$ cat config.mk
export PLATFORM = sky130hd
export DESIGN_NAME = best_fit_block_allocator_flat
export DESIGN_NICKNAME = d
export VERILOG_FILES = /design/src/rtl/core/bfa_pkg.sv /design/src/rtl/core/bfa_if.sv /design/src/rtl/core/bfa_ram.sv /design/src/rtl/core/bfa_fit_unit.sv /design/src/rtl/core/best_fit_block_allocator.sv /design/src/flat_wrapper.sv
export SDC_FILE = /design/constraint.sdc
export NUM_CORES = 1
export LEC_CHECK = 0
export ABC_CLOCK_PERIOD_IN_PS = 8100
export BUFFER_PORTS_ARGS = -buffer_cell sky130_fd_sc_hd__buf_2
export CAP_MARGIN = 30
export CORE_MARGIN = 2
export CORE_UTILIZATION = 40
export CTS_CLUSTER_DIAMETER = 120
export DETAILED_ROUTE_END_ITERATION = 12
export PLACE_DENSITY = 0.57
export SYNTH_ARGS = -nofsm -noshare
export SYNTH_HDL_FRONTEND = slang
export SYNTH_SLANG_ARGS = --single-unit
$ cat constraint.sdc
create_clock -name clk_i -period 8.1 [get_ports clk_i]
set_clock_uncertainty 0.15 [all_clocks]
set_input_delay 0 -clock clk_i [delete_from_list [all_inputs] [get_ports clk_i]]
set_output_delay 0 -clock clk_i [all_outputs]
set_load 0.02 [all_outputs]
$ cat src/rtl/core/bfa_pkg.sv
`timescale 1ns / 1ps
// Package for the best-fit block allocator: field widths, codes, sequencer
// states and the result struct. No dependencies.
package bfa_pkg;

  localparam int unsigned MaxBlocksDef = 16;
  localparam int unsigned SizeBitsDef  = 16;

  localparam int unsigned SizeFieldW = 16;
  localparam int unsigned IdxFieldW  = 4;
  localparam int unsigned LeftFieldW = 16;

  typedef enum logic {
    CMD_LOAD  = 1'b0,
    CMD_ALLOC = 1'b1
  } cmd_e;

  typedef enum logic [1:0] {
    ST_GRANTED = 2'd0,
    ST_REFUSED = 2'd1,
    ST_LOADED  = 2'd2,
    ST_FULL    = 2'd3
  } status_e;

  typedef enum logic [2:0] {
    S_IDLE,
    S_LOAD,
    S_SCAN,
    S_DRAIN,
    S_WRITE,
    S_DONE
  } state_e;

  typedef struct packed {
    status_e               status;
    logic [IdxFieldW-1:0]  block_index;
    logic [LeftFieldW-1:0] leftover;
  } res_t;

  typedef struct packed {
    logic fits;
    logic better;
    logic zero;
  } fit_t;

endpackage

$ cat src/rtl/core/bfa_if.sv
`timescale 1ns / 1ps
// Valid/ready channel interfaces for the allocator's input and result streams.
// Depends on bfa_pkg.
interface bfa_in_if import bfa_pkg::*; ();
  logic                  valid;
  logic                  ready;
  logic                  command;
  logic [SizeFieldW-1:0] size;

  modport source (output valid, command, size, input ready);
  modport sink   (input valid, command, size, output ready);
endinterface

interface bfa_out_if import bfa_pkg::*; ();
  logic                  valid;
  logic                  ready;
  logic [1:0]            status;
  logic [IdxFieldW-1:0]  block_index;
  logic [LeftFieldW-1:0] leftover;

  modport source (output valid, status, block_index, leftover, input ready);
  modport sink   (input valid, status, block_index, leftover, output ready);
endinterface

$ cat src/rtl/core/bfa_ram.sv
`timescale 1ns / 1ps
// Generic single-write, single-read RAM with registered read data.
// No dependencies.
module bfa_ram #(
  parameter int unsigned Width = 16,
  parameter int unsigned Depth = 16
) (
  input  logic                     clk_i,
  input  logic                     we_i,
  input  logic [$clog2(Depth)-1:0] waddr_i,
  input  logic [Width-1:0]         wdata_i,
  input  logic [$clog2(Depth)-1:0] raddr_i,
  output logic [Width-1:0]         rdata_o
);

  logic [Width-1:0] mem_q [Depth];

  always_ff @(posedge clk_i) begin
    if (we_i) begin
      mem_q[waddr_i] <= wdata_i;
    end
    rdata_o <= mem_q[raddr_i];
  end

endmodule

$ cat src/rtl/core/bfa_fit_unit.sv
`timescale 1ns / 1ps
// Shared compare/subtract unit: candidate vs request and vs current best.
// Depends on bfa_pkg.
module bfa_fit_unit import bfa_pkg::*; #(
  parameter int unsigned SizeBits = SizeBitsDef
) (
  input  logic [SizeBits-1:0] cand_i,
  input  logic [SizeBits-1:0] req_i,
  input  logic [SizeBits-1:0] best_i,
  input  logic                found_i,
  output logic [SizeBits-1:0] diff_o,
  output fit_t                fit_o
);

  logic [SizeBits:0] sub;

  assign sub          = {1'b0, cand_i} - {1'b0, req_i};
  assign diff_o       = sub[SizeBits-1:0];
  assign fit_o.fits   = ~sub[SizeBits];
  assign fit_o.better = ~found_i | (cand_i < best_i);
  assign fit_o.zero   = (sub[SizeBits-1:0] == '0);

endmodule

$ cat src/rtl/core/best_fit_block_allocator.sv
`timescale 1ns / 1ps
// Best-fit block allocator top level: sequencer, block table and result register.
// Allocate: the result is set by the size RAM scan at one entry per cycle (S_SCAN),
// then S_DRAIN, S_WRITE and S_DONE; a new request is accepted only back in S_IDLE.
// Load: S_LOAD then S_DONE.
// Reset (async, active low) clears live bits, load count and control; sizes are
// not cleared. Depends on bfa_pkg, bfa_if, bfa_ram, bfa_fit_unit.
module best_fit_block_allocator import bfa_pkg::*; #(
  parameter int unsigned MAX_BLOCKS = MaxBlocksDef,
  parameter int unsigned SIZE_BITS  = SizeBitsDef
) (
  input  logic             clk_i,
  input  logic             rst_ni,
  bfa_in_if.sink           in_ch_i,
  bfa_out_if.source        out_ch_o
);

  localparam int unsigned IdxW = $clog2(MAX_BLOCKS);
  localparam int unsigned CntW = $clog2(MAX_BLOCKS + 1);

  state_e state_q, state_d;

  logic [SIZE_BITS-1:0] req_q;
  logic [IdxW-1:0]      scan_q;
  logic                 pend_v_q;
  logic [IdxW-1:0]      pend_idx_q;
  logic                 found_q;
  logic [IdxW-1:0]      best_idx_q;
  logic [SIZE_BITS-1:0] best_size_q;
  logic [MAX_BLOCKS-1:0] live_q;
  logic [CntW-1:0]      loaded_q;
  res_t                 res_q;
  res_t                 out_q;
  logic                 out_v_q;

  logic                 in_acc;
  logic                 out_free;
  logic                 full;
  logic                 scan_last;
  logic                 eval;
  logic                 take;

  logic                 ram_we;
  logic [IdxW-1:0]      ram_waddr;
  logic [SIZE_BITS-1:0] ram_wdata;
  logic [SIZE_BITS-1:0] ram_rdata;
  logic [SIZE_BITS-1:0] cand;
  logic [SIZE_BITS-1:0] diff;
  fit_t                 fit;

  logic [SIZE_BITS+SizeFieldW-1:0] size_ext;
  logic [SIZE_BITS+LeftFieldW-1:0] diff_ext;
  logic [SIZE_BITS+LeftFieldW-1:0] req_ext;
  logic [IdxW+IdxFieldW-1:0]       best_ext;
  logic [CntW+IdxFieldW-1:0]       cnt_ext;

  assign size_ext = {{SIZE_BITS{1'b0}}, in_ch_i.size};
  assign diff_ext = {{LeftFieldW{1'b0}}, diff};
  assign req_ext  = {{LeftFieldW{1'b0}}, req_q};
  assign best_ext = {{IdxFieldW{1'b0}}, best_idx_q};
  assign cnt_ext  = {{IdxFieldW{1'b0}}, loaded_q};

  assign in_ch_i.ready = (state_q == S_IDLE);
  assign in_acc        = in_ch_i.valid & in_ch_i.ready;
  assign out_free      = ~out_v_q | out_ch_o.ready;
  assign full          = (loaded_q == CntW'(MAX_BLOCKS));
  assign scan_last     = (scan_q == IdxW'(MAX_BLOCKS - 1));
  assign take          = eval & live_q[pend_idx_q] & fit.fits & fit.better;

  bfa_ram #(
    .Width (SIZE_BITS),
    .Depth (MAX_BLOCKS)
  ) u_size_ram (
    .clk_i   (clk_i),
    .we_i    (ram_we),
    .waddr_i (ram_waddr),
    .wdata_i (ram_wdata),
    .raddr_i (scan_q),
    .rdata_o (ram_rdata)
  );

  bfa_fit_unit #(
    .SizeBits (SIZE_BITS)
  ) u_fit (
    .cand_i  (cand),
    .req_i   (req_q),
    .best_i  (best_size_q),
    .found_i (found_q),
    .diff_o  (diff),
    .fit_o   (fit)
  );

  // next state
  always_comb begin
    state_d = state_q;
    case (state_q)
      S_IDLE: begin
        if (in_acc) begin
          state_d = (in_ch_i.command == CMD_ALLOC) ? S_SCAN : S_LOAD;
        end
      end
      S_LOAD:  state_d = S_DONE;
      S_SCAN: begin
        if (scan_last) begin
          state_d = S_DRAIN;
        end
      end
      S_DRAIN: state_d = S_WRITE;
      S_WRITE: state_d = S_DONE;
      S_DONE: begin
        if (out_free) begin
          state_d = S_IDLE;
        end
      end
      default: state_d = S_IDLE;
    endcase
  end

  // outputs of the sequencer
  always_comb begin
    ram_we    = 1'b0;
    ram_waddr = best_idx_q;
    ram_wdata = diff;
    cand      = ram_rdata;
    eval      = 1'b0;
    case (state_q)
      S_LOAD: begin
        ram_we    = ~full;
        ram_waddr = loaded_q[IdxW-1:0];
        ram_wdata = req_q;
      end
      S_SCAN:  eval = pend_v_q;
      S_DRAIN: eval = 1'b1;
      S_WRITE: begin
        cand   = best_size_q;
        ram_we = found_q;
      end
      default: ;
    endcase
  end

  always_ff @(posedge clk_i or negedge rst_ni) begin
    if (!rst_ni) begin
      state_q  <= S_IDLE;
      live_q   <= '0;
      loaded_q <= '0;
      out_v_q  <= 1'b0;
      pend_v_q <= 1'b0;
      found_q  <= 1'b0;
    end else begin
      state_q <= state_d;
      if (state_q == S_DONE && out_free) begin
        out_v_q <= 1'b1;
      end else if (out_v_q && out_ch_o.ready) begin
        out_v_q <= 1'b0;
      end
      case (state_q)
        S_IDLE: begin
          pend_v_q <= 1'b0;
          found_q  <= 1'b0;
        end
        S_LOAD: begin
          if (!full) begin
            live_q[loaded_q[IdxW-1:0]] <= 1'b1;
            loaded_q                   <= loaded_q + CntW'(1);
          end
        end
        S_SCAN: begin
          pend_v_q <= 1'b1;
          if (take) begin
            found_q <= 1'b1;
          end
        end
        S_DRAIN: begin
          if (take) begin
            found_q <= 1'b1;
          end
        end
        S_WRITE: begin
          if (found_q && fit.zero) begin
            live_q[best_idx_q] <= 1'b0;
          end
        end
        default: ;
      endcase
    end
  end

  // datapath
  always_ff @(posedge clk_i) begin
    case (state_q)
      S_IDLE: begin
        req_q  <= size_ext[SIZE_BITS-1:0];
        scan_q <= '0;
      end
      S_LOAD: begin
        if (full) begin
          res_q <= '{status: ST_FULL, block_index: '0, leftover: '0};
        end else begin
          res_q <= '{status: ST_LOADED, block_index: cnt_ext[IdxFieldW-1:0],
                     leftover: req_ext[LeftFieldW-1:0]};
        end
      end
      S_SCAN, S_DRAIN: begin
        if (state_q == S_SCAN) begin
          pend_idx_q <= scan_q;
          if (!scan_last) begin
            scan_q <= scan_q + IdxW'(1);
          end
        end
        if (take) begin
          best_idx_q  <= pend_idx_q;
          best_size_q <= ram_rdata;
        end
      end
      S_WRITE: begin
        if (found_q) begin
          res_q <= '{status: ST_GRANTED, block_index: best_ext[IdxFieldW-1:0],
                     leftover: diff_ext[LeftFieldW-1:0]};
        end else begin
          res_q <= '{status: ST_REFUSED, block_index: '0, leftover: '0};
        end
      end
      S_DONE: begin
        if (out_free) begin
          out_q <= res_q;
        end
      end
      default: ;
    endcase
  end

  assign out_ch_o.valid       = out_v_q;
  assign out_ch_o.status      = out_q.status;
  assign out_ch_o.block_index = out_q.block_index;
  assign out_ch_o.leftover    = out_q.leftover;

`ifndef SYNTHESIS
  a_load_bound: assert property (@(posedge clk_i) disable iff (!rst_ni)
    loaded_q <= CntW'(MAX_BLOCKS))
    else $error("load count past table size");

  a_live_count: assert property (@(posedge clk_i) disable iff (!rst_ni)
    $countones(live_q) <= 32'(loaded_q))
    else $error("more live blocks than loads");

  a_out_from_done: assert property (@(posedge clk_i) disable iff (!rst_ni)
    $rose(out_v_q) |-> $past(state_q == S_DONE))
    else $error("result raised outside done state");

  a_alloc_scans: assert property (@(posedge clk_i) disable iff (!rst_ni)
    in_acc && in_ch_i.command == CMD_ALLOC |=> state_q == S_SCAN && scan_q == '0)
    else $error("allocate did not start scan at entry zero");

  a_grant_live: assert property (@(posedge clk_i) disable iff (!rst_ni)
    state_q == S_WRITE && found_q |-> live_q[best_idx_q] && fit.fits)
    else $error("grant on dead or undersized block");
`endif

endmodule
$ cat src/flat_wrapper.sv
// flat-port wrapper written by rule: the top's interface ports become plain ports
module best_fit_block_allocator_flat import bfa_pkg::*;
#(
  parameter int unsigned MAX_BLOCKS = MaxBlocksDef,
  parameter int unsigned SIZE_BITS  = SizeBitsDef
)
  (clk_i, rst_ni, in_ch_i_valid, in_ch_i_command, in_ch_i_size, in_ch_i_ready, out_ch_o_valid, out_ch_o_status, out_ch_o_block_index, out_ch_o_leftover, out_ch_o_ready);
  bfa_in_if in_ch_i_i ();
  bfa_out_if out_ch_o_i ();
  input  logic clk_i;
  input  logic rst_ni;
  input wire logic [$bits(in_ch_i_i.valid)-1:0] in_ch_i_valid;
  input wire logic [$bits(in_ch_i_i.command)-1:0] in_ch_i_command;
  input wire logic [$bits(in_ch_i_i.size)-1:0] in_ch_i_size;
  output wire logic [$bits(in_ch_i_i.ready)-1:0] in_ch_i_ready;
  output wire logic [$bits(out_ch_o_i.valid)-1:0] out_ch_o_valid;
  output wire logic [$bits(out_ch_o_i.status)-1:0] out_ch_o_status;
  output wire logic [$bits(out_ch_o_i.block_index)-1:0] out_ch_o_block_index;
  output wire logic [$bits(out_ch_o_i.leftover)-1:0] out_ch_o_leftover;
  input wire logic [$bits(out_ch_o_i.ready)-1:0] out_ch_o_ready;
  assign in_ch_i_i.valid = in_ch_i_valid;
  assign in_ch_i_i.command = in_ch_i_command;
  assign in_ch_i_i.size = in_ch_i_size;
  assign in_ch_i_ready = in_ch_i_i.ready;
  assign out_ch_o_valid = out_ch_o_i.valid;
  assign out_ch_o_status = out_ch_o_i.status;
  assign out_ch_o_block_index = out_ch_o_i.block_index;
  assign out_ch_o_leftover = out_ch_o_i.leftover;
  assign out_ch_o_i.ready = out_ch_o_ready;
  best_fit_block_allocator #(.MAX_BLOCKS(MAX_BLOCKS), .SIZE_BITS(SIZE_BITS)) u_core (.clk_i(clk_i), .rst_ni(rst_ni), .in_ch_i(in_ch_i_i), .out_ch_o(out_ch_o_i));
endmodule
# After elaboration in Yosys (flattened, before gate mapping)
# Memory sizes are Yosys's and may differ from the RTL's. A register that Yosys moved wholly into a read port is not among the register bits.
# Cells that the tools add are included.
op_classes:
  addsub: 3
  magnitude_cmp: 6
  eq_ne: 15
  mux: 32
  n_bitwise: 13
  reduce_logical: 21
ops:
  columns: ["op", "n"]
  rows:
  - ["two-way mux 16 bit", 4]
  - ["one-hot mux 22 bit (2 select lines)", 1]
  - ["two-way mux 21 bit", 2]
  - ["one-hot mux 16 bit (2 select lines)", 1]
  - ["subtractor 16 x 16 -> 17 bit", 1]
  - ["bitwise AND 16 bit", 1]
  - ["zero test 16 bit", 1]
  - ["less-than comparator 16 bit", 1]
  - ["inverter 16 bit", 1]
  - ["OR 16 bit", 1]
  - ["less-than comparator 4 x 5 -> 1 bit, second input constant", 3]
  - ["one-hot mux 3 bit (5 select lines)", 1]
  - ["two-way mux 4 bit", 3]
  - ["inequality test 2 x 1 -> 1 bit, second input constant", 5]
  - ["AND reduction 2 bit", 5]
  - ["two-way mux 3 bit", 3]
  - ["AND reduction 3 bit", 3]
  - ["demux 1 bit (select 4 bit)", 2]
  - ["greater-or-equal comparator 4 x 1 -> 1 bit, second input constant", 2]
  - ["two-way mux 1 bit", 8]
  - ["one-hot mux 1 bit (2 select lines)", 4]
  - ["one-hot mux 4 bit (2 select lines)", 1]
  - ["nonzero test 2 bit", 4]
  - ["equality test 3 x 2 -> 1 bit, second input constant", 2]
  - ["15 further kinds", 30]
totals:
  register_bits: 115
  mem_bits_rw: 256
  inputBits: 21
  out_inout_bits: 24
  word_cells: 108
  n_memories: 1
mem_list:
  columns: ["memory", "depth", "width", "rd", "rd_clocked_by_memory_dff", "wr", "line", "source"]
  rows:
  - ["u_core.u_size_ram.mem_q", 16, 16, 1, 1, 1, "bfa_ram.sv:16", "logic [Width-1:0] mem_q [Depth];"]

# Depth between registers and ports, before layout
depth:
  word_depth: 8
  ltp_mapped: 16
  mapped_depth_nobuf: 13

# By module
# Synthesis repeated with hierarchy kept, for this count alone.
hier_totals:
  cells_unflattened: 1001
  area_unflattened_um2: 16104.2
by_module_without_submodules:
  columns: ["module", "n_inst", "cells_per_inst", "area_per_inst_um2", "seq_area_each_um2"]
  rows:
  - ["bfa_ram", 1, 432, 10042.1, 8007.7]
  - ["best_fit_block_allocator", 1, 392, 4832.1, 3318.2]
  - ["bfa_fit_unit", 1, 177, 1229.9, 0.0]

# Least setup slack after synthesis
# Ideal clock, no wire load.
synth_timing:
  path_kind: "register -> register"
  from: "reg u_core.state_q[1]"
  to: "reg u_core.best_idx_q[0] (enable)"
  setup_time_ns: 0.450
  arrival_ns: 4.671
  t_required_ns: 7.500
  setup_slack_ns: 2.829
  path_stages_with_launch: 13
  n_path_buf: 1
  period_less_slack_ns: 5.271
  path_cell_list: "dfrtp_1 clkbuf_1 nor3b_4 inv_1 o21ai_0 inv_1 fa_1 nor2b_1 o31a_1 o31ai_4 o211ai_1 a211oi_1 nor4_1"
synth_between:
  elab_chain_len: 7
  word_cells_on_any_way: 14
  classes_between: "1 x add/sub; 1 x order compare; 3 x eq/ne; 2 x mux; 5 x bitwise; 2 x reduce/logical"
synth_lines:
  columns: ["item", "line", "source"]
  rows:
  - ["from (decl)", "best_fit_block_allocator.sv:21", "state_e state_q, state_d;"]
  - ["from (signal assigned)", "best_fit_block_allocator.sv:151", "state_q <= state_d;"]
  - ["equality test 3 bit", "best_fit_block_allocator.sv:126", "case (state_q)"]
  - ["two-way mux 16 bit", "best_fit_block_allocator.sv:126", null]
  - ["subtractor 16 x 16 -> 17 bit", "bfa_fit_unit.sv:17", "assign sub = {1'b0, cand_i} - {1'b0, req_i};"]
  - ["inverter 1 bit", "bfa_fit_unit.sv:19", "assign fit_o.fits = ~sub[SizeBits];"]
  - ["bitwise AND 1 bit (2 in a row)", "best_fit_block_allocator.sv:68", "assign take = eval & live_q[pend_idx_q] & fit.fits & fit.better;"]
  - ["AND reduction 2 bit (no line) *", null, null]
  - ["to (signal assigned)", "best_fit_block_allocator.sv:212", "best_idx_q <= pend_idx_q;"]
  - ["to (decl)", "best_fit_block_allocator.sv:28", "logic [IdxW-1:0] best_idx_q;"]
# Mark *: on every way between the ends. The rest lies on a longest branch, timed or not.
# A chain may end at the register's enable or synchronous reset.

# Worst setup path in the final report
layout_timing:
  from: "reg u_core.state_q[1]"
  to: "reg u_core.live_q[0]"
layout_between:
  elab_chain_len: 7
  word_cells_on_any_way: 11
  classes_between: "1 x add/sub; 4 x eq/ne; 2 x mux; 4 x reduce/logical"
layout_lines:
  columns: ["item", "line", "source"]
  rows:
  - ["equality test 3 bit", "best_fit_block_allocator.sv:126, best_fit_block_allocator.sv:157", null]
  - ["two-way mux 16 bit", "best_fit_block_allocator.sv:126", null]
  - ["subtractor 16 x 16 -> 17 bit", "bfa_fit_unit.sv:17", null]
  - ["zero test 16 bit", "bfa_fit_unit.sv:21", "assign fit_o.zero = (sub[SizeBits-1:0] == '0);"]
  - ["logical AND 1 bit", "best_fit_block_allocator.sv:180", "if (found_q && fit.zero) begin"]
  - ["inequality test 2 x 1 -> 1 bit (no line)", null, null]
  - ["AND reduction 3 bit (no line)", null, null]
  - ["to (signal assigned)", "best_fit_block_allocator.sv:145", "live_q <= '0;"]
  - ["to (signal, indexed assignment)", "best_fit_block_allocator.sv:164", "live_q[loaded_q[IdxW-1:0]] <= 1'b1;"]
  - ["to (signal, indexed assignment)", "best_fit_block_allocator.sv:181", "live_q[best_idx_q] <= 1'b0;"]
  - ["to (decl)", "best_fit_block_allocator.sv:30", "logic [MAX_BLOCKS-1:0] live_q;"]
# Several ways; a longest one is shown, not always the timed one.

==> reports/metrics.csv <==
stage,metric,value,unit
yosys,synth_top_area_share,64.0,%
yosys,synthTopCellsByArea,"edfxtp_1 64%, mux4_2 12%, dfrtp_1 4.2%",
power,p_per_area,418,nW/um^2
timing,final.setup.tns,0,ns
cts,clk_pin_slew,0.06,ns
flow_run,cap_violations,0,
cts,cts_tree,built,
floorplanning,die_area,42000,um^2
routing,wirelength,37.4,mm
routing,ant_nets,0,
grt,grt_max_degree,67,
yosys,synthCells,960,
placed_design,numPortBuffers,44,
timing,tightest_slew,0.933,ns
routing,drcViolationCount,0,
cts,cts_inserted_buffers,41,
floorplanning,die_height,205,um
yosys,synth_edf_count,344,
routing,dr.pass1.iters,5,
floorplanning,die_w,205,um
worst_setup_path,cp_data_required_time,8.35,ns
worst_setup_path,path_max_fanout,33,
outcome,status,completed,
yosys,synth_area_leader_cell,edfxtp_1,
routing,routed_via_density,5.39,
cts,cts_max_level,2,
power,p_leak,6.58,nW
routing,wl_per_cell,22.7,um
cts,cts_root_buffer,clkbuf_16,
timing,setup_viol,0,
cts,clock_path_buffers,3,
grt,grt_use_total,18.4,%
yosys,synth-async-reset-ratio,6.98,%
timing,min_period,4.94,ns
timing,slew_viol_final,0,
routing,vias,8876,
yosys,synthTopCellsByCount,"344 x edfxtp_1, 85 x mux4_2, 63 x nand2_1, 55 x nor2_1, 53 x o21ai_0",
timing,hold_slack,0.0349,ns
floorplanning,io_pins,45,
yosys,yosysMostFrequentCell,edfxtp_1,
worst_setup_path,worstPathArrival,5.19,ns
final_layout,areaGrowthSynthToFinish,17.3,%
power,power,7.92,mW
floorplanning,rows,73,
worst_hold_path,min_path_type,in2reg,
cts,cts_sinks,387,
grt,grt_pass1_wl,56.2,mm
final_layout,stdcell_count,1647,
floorplanning,start_util,40.6,%
placed_design,routabilityCongestion,0.865,
yosys,ys.flop_type,edfxtp_1,
yosys,yosysUniqueCellTypes,59,
grt,antenna_found_initial,0,
timing,fmax,202,MHz
yosys,synthesis.area,16200,um^2
grt,gr-total-overflow,0,
worst_setup_path,cp-end-kind,register,
yosys,postSynthAreaPerCell,16.8,um^2
worst_setup_path,path_class,reg2reg,
timing,finalHoldViolCount,0,
timing,max_slew_margin,37.5,%
routing,first_iter_violations,668,
worst_setup_path,critPathLaunchType,register,
final_layout,layout.nets,1149,
timing,finalCritPeriodShare,61.0,%
yosys,yosys_warnings,0,
grt,grt_pass1_vias,9064,
timing,rsz0062_at_grt,false,
yosys,synth-seq-cells,387,
final_layout,utilization,47.6,%
placed_design,place_inst,1534,
final_layout,drive_above_1_share,23.4,%
yosys,synth_seq_area_share,70.1,%
placed_design,post-dp-hpwl,23.0,mm
cts,clkLatencyLatePin,0.58,ns
floorplanning,coreArea,39800,um^2
power,irDropWorstVdd,0.204,mV
yosys,syn-num-nets,1019,
[final cells by class]
type                            count  area (um^2)
Timing Repair Buffer              126          966
Sequential cell                   387        11300
Fill cell                        3410        20900
Clock buffer                       54         1130
Tap cell                          525          657
Antenna cell                        1         2.50
Inverter                           45          169
Clock inverter                     20          159
Multi-Input combinational cell    489         4540
[layout by cell type (no fill, tap or decap), types with 16 or more instances in the layout]
master	count
edfxtp_1	344
buf_4	43
a21oi_1	40
mux4_2	85
dfxtp_1	16
buf_2	44
dlygate4sd3_1	36
nor2_2	17
ha_1	37
a31oi_1	16
nor2_1	38
o21ai_0	53
clkbuf_16	41
inv_1	45
nand2_1	63
dfrtp_1	27
[routing by layer]
metal	routed length, um	GRT usage (%)
met2	18800	31.5
met1	16100	23.8
met3	1660	3.31
met4	876	5.63
met5	0	0
[sequential cells by signal, summed over array words and instances (netlist names)]
register / flops
u_core.u_size_ram.mem_q: 256
u_core.res_q: 22
u_core.best_size_q: 16
u_core.live_q: 16
u_core.out_ch_o.leftover: 16
u_core.req_q: 16
u_core.u_size_ram.rdata_o: 16
u_core.loaded_q: 5
u_core.best_idx_q: 4
u_core.out_ch_o.block_index: 4
u_core.pend_idx_q: 4
u_core.scan_q: 4
u_core.state_q: 3
u_core.out_ch_o.status: 2
u_core.found_q: 1
u_core.out_ch_o.valid: 1
u_core.pend_v_q: 1
[kinds of logic after synthesis]
group / count (synthesis) / share of synthesized area [%]
AOI/OAI and AO/OA: 164 / 6.51
DFF: 387 / 70.1
and+or+nand+nor: 183 / 5.33
muxes: 91 / 12.2
buffers and inverters: 84 / 2.11
xor gates and xnor gates: 13 / 0.705
adders and majority gates: 38 / 2.99
[per-stage QoR]
stage / cell area [um^2] / setup WS [ns]
4_1_cts: 18900 / 3.19
3_5_place_dp: 17200 / 3.21
5_1_grt: 19000 / 2.76
3_3_place_gp: 17200 / 3.41
2_1_floorplan: 16200 / 2.83
6_report: 19000 / 3.16
[critical path: stages, from the launching register on]
cell and delay, ns:
dfrtp_1 0.50, nor3b_4 0.45, inv_1 0.51, o21ai_0 0.47, inv_1 0.12, fa_1 0.44
nor2b_1 0.23, o31a_1 0.22, o31ai_4 0.09, o211ai_1 0.29, xor2_1 0.21, nor4b_4 0.87
a41oi_1 0.21
[repair_timing]
item,in CTS,in global routing
gates resized for setup,0,0
endpoints found under the hold margin,47,0
setup buffers,0,0
hold buffers,37,0
[worst paths after layout]
kind / from / to / slack (ns) / depth (start not counted)
setup / recovery: u_core.state_q[1] / u_core.live_q[0] / 3.16 / 12
hold / removal: in_ch_i_size[14] / u_core.req_q[14] / 0.03 / 2
setup reg to reg: u_core.state_q[1] / u_core.live_q[0] / 3.16 / 12
hold reg to reg: u_core.res_q[8] / u_core.out_ch_o.leftover[8] / 0.27 / 0
max in group asynchronous: rst_ni / u_core.live_q[11] / 7.34 / 4
min in group asynchronous: rst_ni / u_core.state_q[2] / 0.28 / 4
[power breakdown]
part	total, mW	leakage [nW]	switching [mW]	internal [mW]
Clock	1.78	0.633	0.756	1.02
Sequential	3.36	3.60	0.168	3.19
Combinational	2.78	2.35	1.84	0.933
Power figures use the tool's default switching activity.
